### src/rtl/core/fmdt_pkg.sv
// fmdt_pkg: request types and constants for the dual timer status block.
// Standalone package; used by fm_chip_dual_timer_status by scoped names.
package fmdt_pkg;

    // Request kinds
    localparam logic KIND_TICK  = 1'b0;
    localparam logic KIND_WRITE = 1'b1;

    // Register map
    localparam logic [7:0] ADDR_A_HIGH  = 8'h10;
    localparam logic [7:0] ADDR_A_LOW   = 8'h11;
    localparam logic [7:0] ADDR_B_LOAD  = 8'h12;
    localparam logic [7:0] ADDR_CONTROL = 8'h14;

    // Counter tops
    localparam logic [9:0] A_TOP = 10'd1023;
    localparam logic [7:0] B_TOP = 8'd255;

    // Timer bit positions within the two-bit groups
    localparam int unsigned TMR_A = 0;
    localparam int unsigned TMR_B = 1;

    // Control register bit positions
    localparam int unsigned CTL_RUN_A = 0;
    localparam int unsigned CTL_RUN_B = 1;
    localparam int unsigned CTL_EN_A  = 2;
    localparam int unsigned CTL_EN_B  = 3;
    localparam int unsigned CTL_CLR_A = 4;
    localparam int unsigned CTL_CLR_B = 5;

    typedef struct packed {
        logic       kind;
        logic [7:0] reg_address;
        logic [7:0] reg_data;
    } in_item_t;

    typedef struct packed {
        logic [1:0] status_flags;
        logic [9:0] timer_a_value;
        logic [7:0] timer_b_value;
    } out_item_t;

endpackage

### src/rtl/core/fm_chip_dual_timer_status.sv
// fm_chip_dual_timer_status: two up-counting timers with overflow status flags.
// Registered path: an accepted request passes the input register, then the result register.
// Throughput: one request per cycle while results drain; the timer update is one pass between the two.
// The input register lets a request be taken while a finished result waits downstream.
// Reset (rst_n, asynchronous, active low): both timers stopped, counters at top, flags clear.
// Depends on fmdt_pkg for the request/result types and register map.
module fm_chip_dual_timer_status #(
    parameter int B_PRESCALE = 16
) (
    input  logic               clk,
    input  logic               rst_n,
    input  logic               in_valid,
    output logic               in_ready,
    input  fmdt_pkg::in_item_t in_data,
    output logic               out_valid,
    input  logic               out_ready,
    output fmdt_pkg::out_item_t out_data
);

    // Prescaler width; at least one bit so a divide-by-one still elaborates
    localparam int PS_W = (B_PRESCALE > 1) ? $clog2(B_PRESCALE) : 1;
    localparam logic [PS_W-1:0] PS_LAST = PS_W'(B_PRESCALE - 1);

    // ---------------------------------------------------------------
    // Handshake: input register feeds the result register
    // ---------------------------------------------------------------
    logic               in_valid_reg;
    fmdt_pkg::in_item_t in_item_reg;
    logic               out_valid_reg;
    fmdt_pkg::out_item_t out_item_reg;
    logic               advance;

    // A held request moves on when the result slot is free or being drained
    assign advance  = in_valid_reg && (!out_valid_reg || out_ready);
    assign in_ready = !in_valid_reg || advance;

    // ---------------------------------------------------------------
    // Timer state
    // ---------------------------------------------------------------
    logic [9:0]      a_count_reg, a_count_next;
    logic [9:0]      a_reload_reg, a_reload_next;
    logic [7:0]      b_count_reg, b_count_next;
    logic [7:0]      b_reload_reg, b_reload_next;
    logic [PS_W-1:0] prescale_reg, prescale_next;
    logic [1:0]      run_reg, run_next;
    logic [1:0]      enable_reg, enable_next;
    logic [1:0]      loaded_reg, loaded_next;
    logic [1:0]      flag_reg, flag_next;
    logic            ps_terminal;

    assign ps_terminal = (prescale_reg == PS_LAST);

    always_comb
    begin
        a_count_next  = a_count_reg;
        a_reload_next = a_reload_reg;
        b_count_next  = b_count_reg;
        b_reload_next = b_reload_reg;
        prescale_next = prescale_reg;
        run_next      = run_reg;
        enable_next   = enable_reg;
        loaded_next   = loaded_reg;
        flag_next     = flag_reg;

        if (in_item_reg.kind == fmdt_pkg::KIND_TICK)
        begin
            // Timer A: counts every tick while running
            if (run_reg[fmdt_pkg::TMR_A])
            begin
                if (a_count_reg != fmdt_pkg::A_TOP)
                begin
                    a_count_next = a_count_reg + 10'd1;
                end
                else
                begin
                    // first overflow after a start load is silent
                    if (loaded_reg[fmdt_pkg::TMR_A])
                        loaded_next[fmdt_pkg::TMR_A] = 1'b0;
                    else if (enable_reg[fmdt_pkg::TMR_A])
                        flag_next[fmdt_pkg::TMR_A] = 1'b1;
                    a_count_next = a_reload_reg;
                end
            end

            // Prescaler free-runs; timer B steps on its terminal count
            if (ps_terminal)
            begin
                prescale_next = '0;
                if (run_reg[fmdt_pkg::TMR_B])
                begin
                    if (b_count_reg != fmdt_pkg::B_TOP)
                    begin
                        b_count_next = b_count_reg + 8'd1;
                    end
                    else
                    begin
                        if (loaded_reg[fmdt_pkg::TMR_B])
                            loaded_next[fmdt_pkg::TMR_B] = 1'b0;
                        else if (enable_reg[fmdt_pkg::TMR_B])
                            flag_next[fmdt_pkg::TMR_B] = 1'b1;
                        b_count_next = b_reload_reg;
                    end
                end
            end
            else
            begin
                prescale_next = prescale_reg + PS_W'(1);
                // quirk: a pending B load lands on any non-terminal tick, run or not
                if (loaded_reg[fmdt_pkg::TMR_B])
                begin
                    loaded_next[fmdt_pkg::TMR_B] = 1'b0;
                    b_count_next = b_reload_reg;
                end
            end
        end
        else
        begin
            case (in_item_reg.reg_address)
                fmdt_pkg::ADDR_A_HIGH:
                begin
                    a_reload_next[9:2] = in_item_reg.reg_data;
                end
                fmdt_pkg::ADDR_A_LOW:
                begin
                    a_reload_next[1:0] = in_item_reg.reg_data[1:0];
                end
                fmdt_pkg::ADDR_B_LOAD:
                begin
                    b_reload_next = in_item_reg.reg_data;
                end
                fmdt_pkg::ADDR_CONTROL:
                begin
                    // start from stopped: preset to top, mark pending load
                    if (in_item_reg.reg_data[fmdt_pkg::CTL_RUN_A] && !run_reg[fmdt_pkg::TMR_A])
                    begin
                        a_count_next = fmdt_pkg::A_TOP;
                        loaded_next[fmdt_pkg::TMR_A] = 1'b1;
                    end
                    if (in_item_reg.reg_data[fmdt_pkg::CTL_RUN_B] && !run_reg[fmdt_pkg::TMR_B])
                    begin
                        b_count_next = fmdt_pkg::B_TOP;
                        loaded_next[fmdt_pkg::TMR_B] = 1'b1;
                    end
                    run_next    = in_item_reg.reg_data[fmdt_pkg::CTL_RUN_B:fmdt_pkg::CTL_RUN_A];
                    enable_next = in_item_reg.reg_data[fmdt_pkg::CTL_EN_B:fmdt_pkg::CTL_EN_A];
                    if (in_item_reg.reg_data[fmdt_pkg::CTL_CLR_A])
                        flag_next[fmdt_pkg::TMR_A] = 1'b0;
                    if (in_item_reg.reg_data[fmdt_pkg::CTL_CLR_B])
                        flag_next[fmdt_pkg::TMR_B] = 1'b0;
                end
                default:
                begin
                    // unmapped address: write ignored
                end
            endcase
        end
    end

    // Control and timer state; commits only when a request passes through
    always_ff @(posedge clk or negedge rst_n)
    begin
        if (!rst_n)
        begin
            in_valid_reg  <= 1'b0;
            out_valid_reg <= 1'b0;
            a_count_reg   <= fmdt_pkg::A_TOP;
            a_reload_reg  <= '0;
            b_count_reg   <= fmdt_pkg::B_TOP;
            b_reload_reg  <= '0;
            prescale_reg  <= '0;
            run_reg       <= '0;
            enable_reg    <= '0;
            loaded_reg    <= '0;
            flag_reg      <= '0;
        end
        else
        begin
            if (in_ready)
                in_valid_reg <= in_valid;
            if (advance)
                out_valid_reg <= 1'b1;
            else if (out_ready)
                out_valid_reg <= 1'b0;
            if (advance)
            begin
                a_count_reg  <= a_count_next;
                a_reload_reg <= a_reload_next;
                b_count_reg  <= b_count_next;
                b_reload_reg <= b_reload_next;
                prescale_reg <= prescale_next;
                run_reg      <= run_next;
                enable_reg   <= enable_next;
                loaded_reg   <= loaded_next;
                flag_reg     <= flag_next;
            end
        end
    end

    // Payload registers, no reset
    always_ff @(posedge clk)
    begin
        if (in_ready && in_valid)
            in_item_reg <= in_data;
        if (advance)
        begin
            out_item_reg.status_flags  <= flag_next;
            out_item_reg.timer_a_value <= a_count_next;
            out_item_reg.timer_b_value <= b_count_next;
        end
    end

    assign out_valid = out_valid_reg;
    assign out_data  = out_item_reg;

`ifndef ASSERT_OFF
    // a flag only ever sets while its enable is on
    a_flag_a_enabled: assert property (@(posedge clk) disable iff (!rst_n)
        (!$past(flag_reg[fmdt_pkg::TMR_A]) && flag_reg[fmdt_pkg::TMR_A])
            |-> enable_reg[fmdt_pkg::TMR_A])
        else $error("timer A flag set while disabled");
    a_flag_b_enabled: assert property (@(posedge clk) disable iff (!rst_n)
        (!$past(flag_reg[fmdt_pkg::TMR_B]) && flag_reg[fmdt_pkg::TMR_B])
            |-> enable_reg[fmdt_pkg::TMR_B])
        else $error("timer B flag set while disabled");
    // back-pressure only when both stages are full
    a_stall_full: assert property (@(posedge clk) disable iff (!rst_n)
        !in_ready |-> (in_valid_reg && out_valid_reg))
        else $error("input stalled with a free stage");
    // a passed request always yields a result
    a_advance_result: assert property (@(posedge clk) disable iff (!rst_n)
        advance |=> out_valid_reg)
        else $error("request passed without a result");
    // prescaler never beyond its terminal count
    a_prescale_range: assert property (@(posedge clk) disable iff (!rst_n)
        (int'(prescale_reg) < B_PRESCALE))
        else $error("prescaler out of range");
`endif

endmodule

### config.mk
export PLATFORM = sky130hd
export DESIGN_NAME = fm_chip_dual_timer_status
export DESIGN_NICKNAME = d
export VERILOG_FILES = /design/src/rtl/core/fmdt_pkg.sv /design/src/rtl/core/fm_chip_dual_timer_status.sv
export SDC_FILE = /design/constraint.sdc
export NUM_CORES = 1
export LEC_CHECK = 0
export ABC_CLOCK_PERIOD_IN_PS = 2350
export BUFFER_PORTS_ARGS = -buffer_cell sky130_fd_sc_hd__buf_2
export CAP_MARGIN = 20
export CELL_PAD_IN_SITES_DETAIL_PLACEMENT = 1
export CELL_PAD_IN_SITES_GLOBAL_PLACEMENT = 2
export CORE_MARGIN = 2
export CORE_UTILIZATION = 39
export CTS_BUF_LIST = sky130_fd_sc_hd__clkbuf_16
export DETAILED_ROUTE_END_ITERATION = 16
export PLACE_DENSITY = 0.81
export SYNTH_ARGS = -nofsm -noshare
export SYNTH_HDL_FRONTEND = slang
export SYNTH_SLANG_ARGS = --single-unit
### constraint.sdc
create_clock -name clk -period 2.35 [get_ports clk]
set_input_delay 0.235 -clock clk [delete_from_list [all_inputs] [get_ports clk]]
set_output_delay 0.235 -clock clk [all_outputs]
set_load 0.05 [all_outputs]
======== Word-level counts from Yosys, hierarchy flattened ========
Cells that the tools add are included.
word-level totals
  output and inout port bits .............. 22
  bits of input ports ..................... 21
  word-level logic and storage cells ...... 92
  register bits ........................... 87
cells by class
  reductions and logical operators ........ 19
  muxes and demuxes ....................... 37
  equality and inequality tests ........... 13
  add/subtract/negate cells ............... 3
  bitwise logic cells ..................... 1
operators with widths
  kind                                           number
  two-way mux 8 bit                              7
  two-way mux 10 bit                             5
  == test 8 x 5 -> 1 bit, second input constant  4
  two-way mux 1 bit                              20
  AND reduction 3 bit                            4
  adder 10 x 1 -> 10 bit, second input constant  1
  != test 10 bit, second input constant          1
  AND reduction 5 bit                            2
  adder 8 x 1 -> 8 bit, second input constant    1
  two-way mux 2 bit                              4
  != test 8 bit, second input constant           1
  != test 2 x 1 -> 1 bit, second input constant  3
  != test 3 bit, second input constant           2
  adder 4 x 1 -> 4 bit, second input constant    1
  == test 4 bit, second input constant           1
  logical AND 1 bit                              4
  zero test 1 bit                                4
  two-way mux 4 bit                              1
  nonzero test 2 bit                             2
  logical OR 1 bit                               2
  != test 2 bit, second input constant           1
  AND reduction 2 bit                            1
  inverter 1 bit                                 1

======== Depth between registers and ports, before layout ========
Gate-level depths: netlist (run 1).
  word-level depth ........................ 6
  gate-level depth with buffers ........... 7
  mapped depth without buffers ............ 6

======== Worst setup path after synthesis (run 1) ========
Ideal clock, no wire load.
  path kind ............................... flip-flop to flip-flop
  from .................................... reg out_valid_reg (netlist: out_valid)
  to ...................................... reg enable_reg[0]
  path slack .............................. 0.041 ns
  data arrival time ....................... 2.184 ns
  library setup time ...................... 0.125 ns
  buffers on the path ..................... 1
  required time ........................... 2.225 ns
  cell stages (with the launch flop) ...... 7
  clock period less this slack ............ 2.309 ns
  path through ............................ dfrtp_1 -> or2b_2 -> nand2_1 -> inv_1 -> and3_1 -> clkbuf_1 -> mux2_2
between the ends
  cells in the longest elaborated chain, start to end .. 4
ends and longest elaborated chain
  element                        line                              RTL
  start, declared                fm_chip_dual_timer_status.sv:29   logic out_valid_reg;
  start signal, assigned         fm_chip_dual_timer_status.sv:165  out_valid_reg <= 1'b0;
  start signal, assigned         fm_chip_dual_timer_status.sv:181  out_valid_reg <= 1'b1;
  start signal, assigned         fm_chip_dual_timer_status.sv:183  out_valid_reg <= 1'b0;
  zero test 1 bit                fm_chip_dual_timer_status.sv:34   assign advance = in_valid_reg && (!out_valid_reg || out_ready);
  logical OR 1 bit               fm_chip_dual_timer_status.sv:34
  logical AND 1 bit              fm_chip_dual_timer_status.sv:34
  net advance                    fm_chip_dual_timer_status.sv:31   logic advance;
  AND reduction 3 bit (no line)  -
  end signal, assigned           fm_chip_dual_timer_status.sv:192  enable_reg <= enable_next;
  end, declared                  fm_chip_dual_timer_status.sv:46   logic [1:0] enable_reg, enable_next;
The timed path passes the listed nets, and every way through them passes these cells.
A chain may end at the register's enable or synchronous reset.

======== Final worst setup path (run 1) ========
  from .................................... reg b_count_reg[0]
  to ...................................... reg out_item_reg (netlist bit out_data[3]), data pin
between the ends
  cells in the longest elaborated chain, start to end .. 5
  elaborated cells between the ends (all ways) .. 6
  those cells by class .................... add/sub: 1; eq/ne: 1; mux: 4
ends and longest elaborated chain
  element                                                       line                                                              RTL
  start, declared                                               fm_chip_dual_timer_status.sv:42                                   logic [7:0] b_count_reg, b_count_next;
  start signal, assigned                                        fm_chip_dual_timer_status.sv:168                                  b_count_reg <= fmdt_pkg::B_TOP;
  start signal, assigned                                        fm_chip_dual_timer_status.sv:188                                  b_count_reg <= b_count_next;
  adder 8 x 1 -> 8 bit / != test 8 bit (equally long branches)  fm_chip_dual_timer_status.sv:93, fm_chip_dual_timer_status.sv:91
  two-way mux 8 bit (*)                                         fm_chip_dual_timer_status.sv:91                                   if (b_count_reg != fmdt_pkg::B_TOP)
  two-way mux 8 bit (*)                                         fm_chip_dual_timer_status.sv:89                                   if (run_reg[fmdt_pkg::TMR_B])
  two-way mux 8 bit (*)                                         fm_chip_dual_timer_status.sv:86                                   if (ps_terminal)
  two-way mux 8 bit (*)                                         fm_chip_dual_timer_status.sv:65                                   if (in_item_reg.kind == fmdt_pkg::KIND_TICK)
  net b_count_next[3]                                           fm_chip_dual_timer_status.sv:42
  end, declared                                                 fm_chip_dual_timer_status.sv:30                                   fmdt_pkg::out_item_t out_item_reg;
The timed path passes the listed nets; every way through them passes the cells marked *.

==> results of run 1 <==
path summary, 6_finish.rpt:
check | startpoint | endpoint | cells past startpoint
min in group clk | in_data[1] | in_item_reg[1] | 1
hold / removal | rst_n | b_reload_reg[1] | 2
hold reg to reg | flag_reg[1] | flag_reg[1] | 1
max in group asynchronous | rst_n | prescale_reg[1] | 2
setup reg to reg | b_count_reg[0] | out_data[3] | 6
setup / recovery | b_count_reg[0] | out_data[3] | 6
metal layers:
layer  wire, um  global-route usage [%]
met1       5220                    27.3
met2       5260                    32.7
met3        271                    3.68
met4        140                    6.87
met5          0                       0
cells in the mapped netlist, types with 3 or more instances:
| library cell | instances |
|---|---|
| sky130_fd_sc_hd__nand2_1 | 39 |
| sky130_fd_sc_hd__ha_1 | 3 |
| sky130_fd_sc_hd__and3_1 | 4 |
| sky130_fd_sc_hd__nor3_1 | 5 |
| sky130_fd_sc_hd__clkbuf_1 | 15 |
| sky130_fd_sc_hd__a31oi_1 | 6 |
| sky130_fd_sc_hd__mux2_2 | 22 |
| sky130_fd_sc_hd__dfstp_2 | 18 |
| sky130_fd_sc_hd__o21a_1 | 6 |
| sky130_fd_sc_hd__or3_1 | 4 |
| sky130_fd_sc_hd__edfxtp_1 | 37 |
| sky130_fd_sc_hd__xnor2_1 | 3 |
| sky130_fd_sc_hd__buf_2 | 6 |
| sky130_fd_sc_hd__a21oi_1 | 17 |
| sky130_fd_sc_hd__inv_1 | 7 |
| sky130_fd_sc_hd__o22a_1 | 16 |
| sky130_fd_sc_hd__nor2_1 | 21 |
| sky130_fd_sc_hd__dfrtp_1 | 32 |
| sky130_fd_sc_hd__nand3_1 | 12 |
| sky130_fd_sc_hd__nor2b_1 | 5 |
| sky130_fd_sc_hd__a211oi_1 | 4 |
| sky130_fd_sc_hd__o21ai_0 | 18 |
| sky130_fd_sc_hd__and4_1 | 5 |
| sky130_fd_sc_hd__nand4_1 | 15 |
| sky130_fd_sc_hd__mux2i_1 | 8 |
| sky130_fd_sc_hd__a221oi_1 | 3 |
area by class of cell:
type	instances	area, um2	area share, %
multi-input cells	256	1740	34.5
repair buffers	63	365	7.24
inverters	8	30.0	0.595
flip-flops and latches	87	2380	47.3
clock buffers	9	225	4.46
well taps	140	175	3.47
clock inverters	7	123	2.43
power groups by stage:
stage	Clock [uW]	Combinational (uW)	Sequential, uW
after CTS	1690	906	2120
after global routing	1760	1030	2150
after detailed placement	0	898	2140
final	1650	929	2110
after global placement	0	876	2130
after floorplan	0	591	2160
kinds of logic after synthesis:
family	synth area share, %
AND/OR/NAND/NOR	15.6
multiplexers	7.73
XOR/XNOR	1.03
AO/OA/AOI/OAI	15.6
buffers and inverters	2.92
flip-flops	56.2
adder cells (fa/ha/maj)	0.885
repair_timing:
action | CTS | global route
endpoints found under the setup margin | 0 | 5
resized for setup | 0 | 2
hold buffers | 0 | 0
buffers inserted | 0 | 3
stage by stage:
stage	setup WS [ns]	instances	hold WS (ns)	area (um2)
finish	0.197	570	0.0118	5050
global route	0.0411	570	0.0475	5050
CTS	0.123	567	0.0378	5020
detailed placement	0.151	551	0.409	4670
global placement	0.179	551	0.400	4670
floorplan	0.0410	374	-0.0606	4240
cells in the final DEF, fill, tap and decap left out, types with 3 or more instances in the layout:
cell | synthesis | final
sky130_fd_sc_hd__and3_1 | 4 | 4
sky130_fd_sc_hd__a21oi_1 | 17 | 17
sky130_fd_sc_hd__edfxtp_1 | 37 | 37
sky130_fd_sc_hd__mux2i_1 | 8 | 8
sky130_fd_sc_hd__nor2_1 | 21 | 21
sky130_fd_sc_hd__buf_4 | 0 | 20
sky130_fd_sc_hd__a221oi_1 | 3 | 3
sky130_fd_sc_hd__o21a_1 | 6 | 6
sky130_fd_sc_hd__o21ai_0 | 18 | 18
sky130_fd_sc_hd__nand2_1 | 39 | 39
sky130_fd_sc_hd__mux2_2 | 22 | 22
sky130_fd_sc_hd__buf_2 | 6 | 42
sky130_fd_sc_hd__xnor2_1 | 3 | 3
sky130_fd_sc_hd__nand4_1 | 15 | 15
sky130_fd_sc_hd__a31oi_1 | 6 | 6
sky130_fd_sc_hd__dfstp_2 | 18 | 18
sky130_fd_sc_hd__bufinv_16 | 0 | 3
sky130_fd_sc_hd__clkbuf_16 | 0 | 9
sky130_fd_sc_hd__nand3_1 | 12 | 12
sky130_fd_sc_hd__a211oi_1 | 4 | 4
sky130_fd_sc_hd__or3_1 | 4 | 4
sky130_fd_sc_hd__nor2b_1 | 5 | 5
sky130_fd_sc_hd__nor3_1 | 5 | 5
sky130_fd_sc_hd__inv_1 | 7 | 8
sky130_fd_sc_hd__dfrtp_1 | 32 | 32
sky130_fd_sc_hd__o22a_1 | 16 | 16
sky130_fd_sc_hd__and4_1 | 5 | 5
worst reg2reg max path, cell delays in order (launching register included):
cell and delay, ns:
sky130_fd_sc_hd__dfstp_2 0.58, sky130_fd_sc_hd__ha_1 0.18, sky130_fd_sc_hd__nand3_1 0.13, sky130_fd_sc_hd__or4_1 0.49
sky130_fd_sc_hd__a311oi_1 0.27, sky130_fd_sc_hd__a21oi_1 0.09, sky130_fd_sc_hd__o22a_1 0.18
==> flow_summary.rst, run 1 <==
.. list-table::
   :header-rows: 1

   * - Metric
     - Value
   * - Run status
     - finished clean
   * - Average wire length per cell after detail routing
     - 19.1 um
   * - Area growth from synthesis to layout
     - 18.9%
   * - Initial Utilization
     - 39.5%
   * - Detailed Routing Iterations Pass 1
     - 4
   * - Number of synthesis warnings
     - 0
   * - Number of diodes
     - 0
   * - Final Cycle Share
     - 91.6%
   * - Die Height
     - 108 um
   * - Maximum buffer depth of the clock tree
     - 2
   * - Yosys reg bits
     - 87
   * - H-Tree Depth
     - 3
   * - Combinational power share
     - 19.8%
   * - I/O pin total
     - 43
   * - Proportion of netlist area held by the largest area contributor
     - 26.2%
   * - Time the final worst path needs with I/O delays and setup
     - 2.15 ns
   * - Total Nets Final
     - 449
   * - Average footprint of a synthesized cell
     - 11.3 um2
   * - Via-to-Cell Ratio
     - 5.65
   * - Core outline area
     - 0.0107 mm2
   * - Combined area of all synthesized cells
     - 0.00424 mm2
   * - CTS buffer count
     - 9
   * - DP Wirelength
     - 7610 um
   * - Die area
     - 0.0117 mm2
   * - Total wire length after detailed routing
     - 10900 um
   * - Cell Int Power
     - 3270 uW
   * - TritonCTS clock tree
     - built
   * - Global Route Usage Sum
     - 20.1%
   * - Hold WC Path Type
     - input port to asynchronous set/reset pin
   * - EDFF count, synth
     - 37
   * - Unrepaired setup endpoints after global routing
     - false
   * - Clock input transition at the sequential cells of the worst setup and hold paths
     - 0.06 ns
   * - Cell family contributing the most delay on the critical path
     - simple AND/OR/NAND/NOR gates
   * - Worst Path Required
     - 2.45 ns
   * - Number of design rule violations left after detail routing
     - 0
   * - Number of library cell types mapped by synthesis
     - 60
   * - Number of rows in the core area
     - 38
   * - Number of instances in the synthesized netlist
     - 374
   * - Syn Nets
     - 398
   * - Buffers & Inverters on Critical Path
     - 0
   * - Clock sink total
     - 87
   * - Slew at the pin with the worst max-slew slack
     - 0.734 ns
   * - Routed vias
     - 3218
   * - Crit path max-delay cell type
     - sky130_fd_sc_hd__dfstp_2
   * - Final hold vios
     - 0
   * - Insertion delay to the later sink of the worst-skew pair
     - 0.34 ns
   * - Async SR Flop Fraction
     - 57.5%
   * - Flip-flop count of the largest register after layout
     - 20
   * - Global-route wire length before repair
     - 17800 um
   * - Chip Width
     - 108 um
   * - Sort of element at the end of the critical path
     - flip-flop
   * - Type of the worst setup path
     - flip-flop to flip-flop
   * - 1st-iter DRT viols
     - 125
   * - Register area share after synthesis
     - 56.2%
   * - Ratio of total power to cell area
     - 930 mW/mm2
   * - Routability cong.
     - 0.834
   * - Critical-path maximum fanout
     - 6
   * - End-of-flow core utilization
     - 47.0%
   * - Cell type with the largest total area after synthesis
     - sky130_fd_sc_hd__edfxtp_1
   * - Residual overflow from global routing
     - 0
   * - Normalized max-slew margin
     - 51.1%
   * - Root buffer selected by CTS
     - sky130_fd_sc_hd__clkbuf_16
   * - Vias in the first global route
     - 3299
   * - Switching part of the total power
     - 30.3%
   * - Relative contribution of sequential cells to total power
     - 45.0%
   * - Most frequently used flop master after synthesis
     - sky130_fd_sc_hd__edfxtp_1
   * - Maximum Capacitance Violations
     - 0
   * - Arrival @ worst endpoint
     - 2.25 ns
   * - Highest cell delay on the worst timing path
     - 0.58 ns
   * - Top cells by area in the synthesized netlist
     - sky130_fd_sc_hd__edfxtp_1 (26%), sky130_fd_sc_hd__dfrtp_1 (19%), sky130_fd_sc_hd__dfstp_2 (11%)
   * - Count of buffers inserted at the top-level ports
     - 42
   * - Portion of total power attributed to the clock network
     - 35.2%
   * - Cell leakage power
     - 0.00202 uW
   * - Type of element launching the critical path
     - flip-flop
   * - Worst supply voltage drop on vdd
     - 0.343 mV
   * - Setup slack of the worst register-to-register path
     - 0.20 ns
   * - Highest Clock Rate
     - 465 MHz
   * - Switching power
     - 1420 uW
   * - Endpoints failing setup
     - 0
   * - Ordered cell list for the critical path
     - ha_1 -> nand3_1 -> or4_1 -> a311oi_1 -> a21oi_1 -> o22a_1
   * - Post-layout power
     - 4690 uW
   * - Count of final max-slew check failures
     - 0
   * - Number of antenna violations at the first check in global routing
     - 0
   * - Maximum number of pins on one net before global-route repair
     - 51
   * - Share of layout cells above drive strength 1
     - 30.0%
   * - Routed Antenna Nets
     - 0
   * - Setup tns final
     - 0 ns
   * - Largest clock skew in the final design
     - 0.00646 ns
   * - Number of filler cells placed in the layout
     - 1164
Power figures use the tool's default switching activity.
==> run 2: changes to the inputs <==
- BUFFER_PORTS_ARGS: -buffer_cell sky130_fd_sc_hd__buf_2 -> -buffer_cell sky130_fd_sc_hd__clkbuf_2
==> run 2 against run 1 <==
Net effect: cell count increased by 0.70%; worst setup slack lost 0.057 ns; critical path type unchanged; clock-buffer cell count is the same; largest power group unchanged; global-route usage is 0.67 points higher; largest cell class unchanged.
==> flow_summary.rst, run 2 (same netlist as run 1, synthesis figures left out) <==
.. list-table::
   :header-rows: 1

   * - Metric
     - Value
   * - Share of layout cells above drive strength 1
     - 30.4% (+0.41 points)
   * - Combinational power share
     - 22.0% (+2.2 points)
   * - Worst R2R Path Depth
     - 6 (unchanged)
   * - Clock sink total
     - 87 (unchanged)
   * - Routability cong.
     - 0.881 (+5.7%)
   * - Core outline area
     - 0.0107 mm2 (unchanged)
   * - Hold WC Path Type
     - input port to flip-flop
   * - Routed Antenna Nets
     - 0 (unchanged)
   * - Detailed Routing Iterations Pass 1
     - 4 (unchanged)
   * - Initial Utilization
     - 39.5% (unchanged)
   * - Hold slack
     - 0.0549 ns (+0.0431 ns)
   * - Die Height
     - 108 um (unchanged)
   * - Maximum Capacitance Violations
     - 0 (unchanged)
   * - H-Tree Depth
     - 3 (unchanged)
   * - Maximum buffer depth of the clock tree
     - 2 (unchanged)
   * - Cell Int Power
     - 3000 uW (-8.4%)
   * - Cells on Worst Hold Path
     - 1
   * - Setup tns final
     - 0 ns (unchanged)
   * - Endpoints failing setup
     - 0 (unchanged)
   * - Count of final max-slew check failures
     - 0 (unchanged)
   * - Routed vias
     - 3242 (+0.75%)
   * - Switching part of the total power
     - 33.1% (+2.8 points)
   * - Final Cycle Share
     - 94.0% (+2.4 points)
   * - Commonest cells after routing, fill and taps aside
     - sky130_fd_sc_hd__clkbuf_2 (42), sky130_fd_sc_hd__nand2_1 (39), sky130_fd_sc_hd__edfxtp_1 (37)
   * - Sort of element at the end of the critical path
     - flip-flop
   * - Global-route wire length before repair
     - 18300 um (+3.0%)
   * - Number of design rule violations left after detail routing
     - 0 (unchanged)
   * - Post-Place Cell Area
     - 0.00468 mm2 (+0.27%)
   * - Insertion delay to the later sink of the worst-skew pair
     - 0.35 ns (about the same)
   * - Final instance area
     - 0.00502 mm2 (-0.45%)
   * - Area growth from synthesis to layout
     - 18.4%
   * - Slew at the pin with the worst max-slew slack
     - 0.728 ns (-0.00646 ns)
   * - Cell family contributing the most delay on the critical path
     - simple AND/OR/NAND/NOR gates
   * - Via-to-Cell Ratio
     - 5.65 (about the same)
   * - Count of buffers inserted at the top-level ports
     - 42 (unchanged)
   * - Crit path max-delay cell type
     - sky130_fd_sc_hd__dfstp_2
   * - Number of rows in the core area
     - 38 (unchanged)
   * - Time the final worst path needs with I/O delays and setup
     - 2.21 ns (+0.0571 ns)
   * - Ordered cell list for the critical path
     - ha_1 -> nand3_1 -> or4_1 -> a311oi_1 -> a21oi_1 -> o22a_1
   * - I/O pin total
     - 43 (unchanged)
   * - Final hold vios
     - 0 (unchanged)
   * - Average wire length per cell after detail routing
     - 19.4 um (+1.7%)
   * - Start point of the worst hold path
     - in_data[1]
   * - Die area
     - 0.0117 mm2 (unchanged)
   * - Type of the worst setup path
     - flip-flop to flip-flop
   * - Run status
     - finished clean
   * - Leading cell type in the layout, fill and taps excluded
     - sky130_fd_sc_hd__clkbuf_2
   * - Global Route Usage Sum
     - 20.8% (+0.67 points)
   * - Vias in the first global route
     - 3430 (+4.0%)
   * - Worst supply voltage drop on vdd
     - 0.434 mV (+26%)
   * - Arrival @ worst endpoint
     - 2.32 ns (+0.07 ns)
   * - Number of antenna violations at the first check in global routing
     - 0 (unchanged)
   * - Switching power
     - 1480 uW (+4.3%)
   * - Relative contribution of sequential cells to total power
     - 47.0% (+2.0 points)
   * - CTS buffer count
     - 9 (unchanged)
   * - Total wire length after detailed routing
     - 11100 um (+2.4%)
   * - Critical-path maximum fanout
     - 7 (+1)
   * - Buffers & Inverters on Critical Path
     - 0 (unchanged)
   * - Hold path endpoint
     - in_item_reg[1]
   * - Maximum number of pins on one net before global-route repair
     - 34 (-33%)
   * - Launch instance of the worst register-to-register path
     - b_count_reg[1]
   * - Largest clock skew in the final design
     - 0.00860 ns (+0.00214 ns)
   * - Root buffer selected by CTS
     - sky130_fd_sc_hd__clkbuf_16
   * - Setup slack of the worst register-to-register path
     - 0.14 ns (-0.06 ns)
   * - Portion of total power attributed to the clock network
     - 31.1% (-4.1 points)
   * - Highest Clock Rate
     - 453 MHz (-2.6%)
   * - DP Wirelength
     - 8110 um (+6.5%)
   * - Chip Width
     - 108 um (unchanged)
   * - Residual overflow from global routing
     - 0 (unchanged)
   * - End-of-flow core utilization
     - 46.8% (-0.21 points)
   * - Worst Path Required
     - 2.46 ns (about the same)
   * - Number of diodes
     - 0 (unchanged)
   * - Normalized max-slew margin
     - 51.5% (+0.43 points)
   * - Number of filler cells placed in the layout
     - 1194 (+2.6%)
   * - Highest cell delay on the worst timing path
     - 0.59 ns (about the same)
   * - TritonCTS clock tree
     - built
   * - Cell leakage power
     - 0.00202 uW (-0.30%)
   * - Clock input transition at the sequential cells of the worst setup and hold paths
     - 0.07 ns (about the same)
   * - Total Nets Final
     - 453 (+0.89%)
   * - Type of element launching the critical path
     - flip-flop
   * - Worst flop-to-flop path endpoint
     - out_data[3]
   * - 1st-iter DRT viols
     - 174 (+39%)
   * - Unrepaired setup endpoints after global routing
     - false
   * - Flip-flop count of the largest register after layout
     - 20 (unchanged)
   * - Ratio of total power to cell area
     - 891 mW/mm2 (-4.1%)
==> run 2: final cells by class <==
class / count / area (um2) / share of cell area, %
tap: 140 / 175 / 3.49
inverter: 8 / 30.0 / 0.598
multi-input combinational: 256 / 1730 / 34.5
sequential: 87 / 2380 / 47.5
timing repair buffer: 67 / 413 / 8.22
clock inverter: 7 / 61.3 / 1.22
clock buffer: 9 / 225 / 4.48
==> run 2: worst max-delay path by stage <==
stage	start	endpoint	slack, ns	depth (start not counted)
final	b_count_reg[1]	out_data[3]	0.14	6
after detailed placement	b_count_reg[0]	out_data[3]	0.11	6
after CTS	b_count_reg[0]	out_data[3]	0.11	6
after global placement	b_count_reg[0]	out_data[3]	0.17	6
after floorplan	out_valid	enable_reg[0]	0.04	6
after global routing	b_count_reg[1]	out_data[3]	0.008	6
==> run 2: per-layer routing <==
layer  global-route usage (%)  up-vias  wire length, um
li1                         -     1530                -
met1                     27.7     1629             5140
met3                     4.46        9              505
met5                        0        -                0
met2                     34.0       74             5380
met4                     6.78        0              125
==> run 2: through the flow <==
stage / power, uW / setup WS, ns / std cells
floorplan: 2750 / 0.0410 / 374
detailed placement: 3060 / 0.113 / 551
global route: 4720 / 0.00802 / 574
global placement: 3010 / 0.175 / 551
CTS: 4460 / 0.113 / 568
finish: 4480 / 0.140 / 574
==> run 2: repair_timing <==
action | CTS | global route
gates resized for setup | 0 | 0
endpoints found under the setup margin | 0 | 1
buffers inserted | 0 | 6
hold buffers | 1 | 0
hold endpoints to repair | 5 | 0
==> run 2: power by group through the flow <==
stage / clock network, uW / logic [uW] / registers (uW)
after floorplan: 0 / 591 / 2160
after global placement: 0 / 894 / 2120
after detailed placement: 0 / 921 / 2140
after CTS: 1430 / 927 / 2110
after global routing: 1500 / 1080 / 2140
final: 1390 / 983 / 2100
==> run 2: worst reg2reg max path, delay by kind of cell (launching register included) <==
kind	cells	cell delay, ns
simple gates	2	0.62
flops	1	0.59
fa+ha+maj	1	0.20
compound gates	3	0.57
==> run 3: changes to the inputs <==
- CELL_PAD_IN_SITES_DETAIL_PLACEMENT: 1 -> default
- CELL_PAD_IN_SITES_GLOBAL_PLACEMENT: 2 -> default
- CORE_UTILIZATION: 39 -> 44
- MAX_ROUTING_LAYER: default -> met4
- PLACE_DENSITY: 0.81 -> 0.64
- SLEW_MARGIN: default -> 20
==> run 3 against run 2 <==
Net effect: clock-buffer cell count unchanged; worst hold slack better by 0.024 ns; utilization grew 7.7 points; non-clock buffer count unchanged; cell count shrank 1.9%; power rose by 2.5%; critical endpoint is now out_data[13].
==> flow_summary.rst, run 3 (same netlist as run 1, synthesis figures left out) <==
.. list-table::
   :header-rows: 1

   * - Metric
     - Value
   * - Run status
     - finished clean
   * - Share of layout cells above drive strength 1
     - 30.4% (unchanged)
   * - Final hold vios
     - 0 (unchanged)
   * - Number of filler cells placed in the layout
     - 835 (-30%)
   * - Time the final worst path needs with I/O delays and setup
     - 2.16 ns (-0.0485 ns)
   * - Hold WC Path Type
     - input port to flip-flop
   * - Global Route Usage Sum
     - 20.7% (-0.070 points)
   * - Maximum number of pins on one net before global-route repair
     - 29 (-15%)
   * - Routability cong.
     - 0.918 (+4.1%)
   * - Maximum Capacitance Violations
     - 0 (unchanged)
   * - Number of antenna violations at the first check in global routing
     - 0 (unchanged)
   * - CTS buffer count
     - 9 (unchanged)
   * - Crit path max-delay cell type
     - sky130_fd_sc_hd__dfstp_2
   * - Area growth from synthesis to layout
     - 19.1%
   * - Maximum buffer depth of the clock tree
     - 2 (unchanged)
   * - Highest cell delay on the worst timing path
     - 0.64 ns (+0.05 ns)
   * - Placed cell count
     - 542 (-1.6%)
   * - H-Tree Depth
     - 3 (unchanged)
   * - DP Wirelength
     - 6850 um (-16%)
   * - Cell Int Power
     - 3180 uW (+6.3%)
   * - Root buffer selected by CTS
     - sky130_fd_sc_hd__clkbuf_16
   * - Pre-CTS setup slack
     - 0.153 ns (+0.0404 ns)
   * - Core outline area
     - 0.00928 mm2 (-14%)
   * - Portion of total power attributed to the clock network
     - 34.0% (+2.9 points)
   * - Total Nets Final
     - 453 (unchanged)
   * - Normalized max-slew margin
     - 55.3% (+3.8 points)
   * - Non-filler cells, final
     - 563 (-1.9%)
   * - Clock input transition at the sequential cells of the worst setup and hold paths
     - 0.07 ns (about the same)
   * - Insertion delay to the later sink of the worst-skew pair
     - 0.33 ns (-0.02 ns)
   * - Final instance area
     - 0.00505 mm2 (+0.60%)
   * - Count of final max-slew check failures
     - 0 (unchanged)
   * - Count of buffers inserted at the top-level ports
     - 42 (unchanged)
   * - Fin worst setup slack
     - 0.189 ns (+0.0485 ns)
   * - Number of rows in the core area
     - 35 (-7.9%)
   * - Via-to-Cell Ratio
     - 5.64 (-0.12%)
   * - Cell leakage power
     - 0.00203 uW (+0.86%)
   * - Switching part of the total power
     - 30.6% (-2.5 points)
   * - Clock sink total
     - 87 (unchanged)
   * - Residual overflow from global routing
     - 0 (unchanged)
   * - Combinational power share
     - 20.1% (-1.9 points)
   * - Number of diodes
     - 0 (unchanged)
   * - Slew at the pin with the worst max-slew slack
     - 0.671 ns (-0.0567 ns)
   * - Largest clock skew in the final design
     - 0.00842 ns (-0.000186 ns)
   * - Sort of element at the end of the critical path
     - flip-flop
   * - Vias in the first global route
     - 3079 (-10%)
   * - Average wire length per cell after detail routing
     - 17.1 um (-12%)
   * - Total wire length after detailed routing
     - 9640 um (-14%)
   * - Leading cell type in the layout, fill and taps excluded
     - sky130_fd_sc_hd__clkbuf_2
   * - Number of design rule violations left after detail routing
     - 0 (unchanged)
   * - Type of the worst setup path
     - flip-flop to flip-flop
   * - Post-Place Cell Area
     - 0.00468 mm2 (about the same)
   * - Sequential standard cell area
     - 0.00238 mm2 (unchanged)
   * - Setup tns final
     - 0 ns (unchanged)
   * - Flip-flop count of the largest register after layout
     - 20 (unchanged)
   * - Chip Width
     - 102 um (-5.6%)
   * - Global-route wire length before repair
     - 16000 um (-13%)
   * - Area of combinational cells with multiple inputs
     - 0.00173 mm2 (unchanged)
   * - Unrepaired setup endpoints after global routing
     - true
   * - Switching power
     - 1410 uW (-5.2%)
   * - 1st-iter DRT viols
     - 187 (+7.5%)
   * - Die area
     - 0.0104 mm2 (-11%)
   * - Die Height
     - 102 um (-5.6%)
   * - Arrival @ worst endpoint
     - 2.36 ns (+0.04 ns)
   * - Initial Utilization
     - 45.7% (+6.2 points)
   * - Type of element launching the critical path
     - flip-flop
   * - Relative contribution of sequential cells to total power
     - 45.9% (-1.1 points)
   * - Worst supply voltage drop on vdd
     - 0.448 mV (+3.3%)
   * - I/O pin total
     - 43 (unchanged)
   * - Final Cycle Share
     - 92.0% (-2.1 points)
   * - Detailed Routing Iterations Pass 1
     - 4 (unchanged)
   * - Ratio of total power to cell area
     - 908 mW/mm2 (+1.9%)
   * - Commonest cells after routing, fill and taps aside
     - sky130_fd_sc_hd__clkbuf_2 (42), sky130_fd_sc_hd__nand2_1 (39), sky130_fd_sc_hd__edfxtp_1 (37)
   * - Endpoints failing setup
     - 0 (unchanged)
   * - Highest Clock Rate
     - 463 MHz (+2.2%)
   * - Routed vias
     - 3176 (-2.0%)
   * - Critical-path maximum fanout
     - 10 (+3)
   * - Ordered cell list for the critical path
     - ha_1 -> nand4_1 -> nor3_2 -> buf_4 -> nand2_1 -> o21ai_0 -> o22a_1
   * - Routed Antenna Nets
     - 0 (unchanged)
   * - Buffers & Inverters on Critical Path
     - 1 (+1)
   * - TritonCTS clock tree
     - built
   * - Cell family contributing the most delay on the critical path
     - flip-flops
   * - Worst Path Required
     - 2.55 ns (+0.09 ns)
-- run 3: cell count changes in the layout (fill, tap and decap cells not counted) --
cell                        before  now
sky130_fd_sc_hd__inv_8           2    1
sky130_fd_sc_hd__clkinv_2        1    0
sky130_fd_sc_hd__clkinv_4        0    2
sky130_fd_sc_hd__bufinv_16       0    2
sky130_fd_sc_hd__inv_6           3    1
-- run 3: path summary, 6_finish.rpt --
path	start	endpoint	slack [ns]	depth (start not counted)
min in group asynchronous	rst_n	b_reload_reg[4]	0.47	2
setup / recovery	a_count_reg[0]	out_data[13]	0.19	7
max in group asynchronous	rst_n	b_count_reg[7]	1.22	3
hold / removal	in_data[3]	in_item_reg[3]	0.08	1
setup reg to reg	a_count_reg[0]	out_data[13]	0.19	7
hold reg to reg	flag_reg[0]	flag_reg[0]	0.51	1
-- run 3: layout make-up --
type,count,area share (%)
Clock buffer,9,4.46
Clock inverter,7,2.08
Inverter,8,0.594
Multi-Input combinational cell,256,34.3
Sequential cell,87,47.2
Tap cell,129,3.19
Timing Repair Buffer,67,8.17
-- run 3: power groups by stage --
| stage | registers, uW | logic, uW | clock network (uW) |
|---|---|---|---|
| finish | 2110 | 922 | 1560 |
| CTS | 2110 | 882 | 1580 |
| global placement | 2130 | 869 | 0 |
| detailed placement | 2140 | 877 | 0 |
| floorplan | 2160 | 591 | 0 |
| global route | 2140 | 1020 | 1660 |
-- run 3: layer usage --
metal	vias up	part of all wire (%)	track usage (%)
li1	1532	-	-
met1	1541	48	30.8
met2	99	45	28.8
met3	4	5.6	4.17
met4	0	0.61	6.05
met5	-	0	-
-- run 3: repair_timing --
action	in CTS	in global routing
hold buffers	1	0
endpoints found under the setup margin	0	2
gates resized for setup	0	0
hold endpoints to repair	12	0
buffers inserted	0	4
-- run 3: metrics by stage --
step,util (%),hold WS (ns),power (uW)
2_1_floorplan,-,-0.0606,2750
3_3_place_gp,50.4,0.286,3000
3_5_place_dp,50.4,0.287,3010
4_1_cts,54.1,0.0701,4570
5_1_grt,54.4,0.0648,4820
6_report,54.4,0.0792,4590
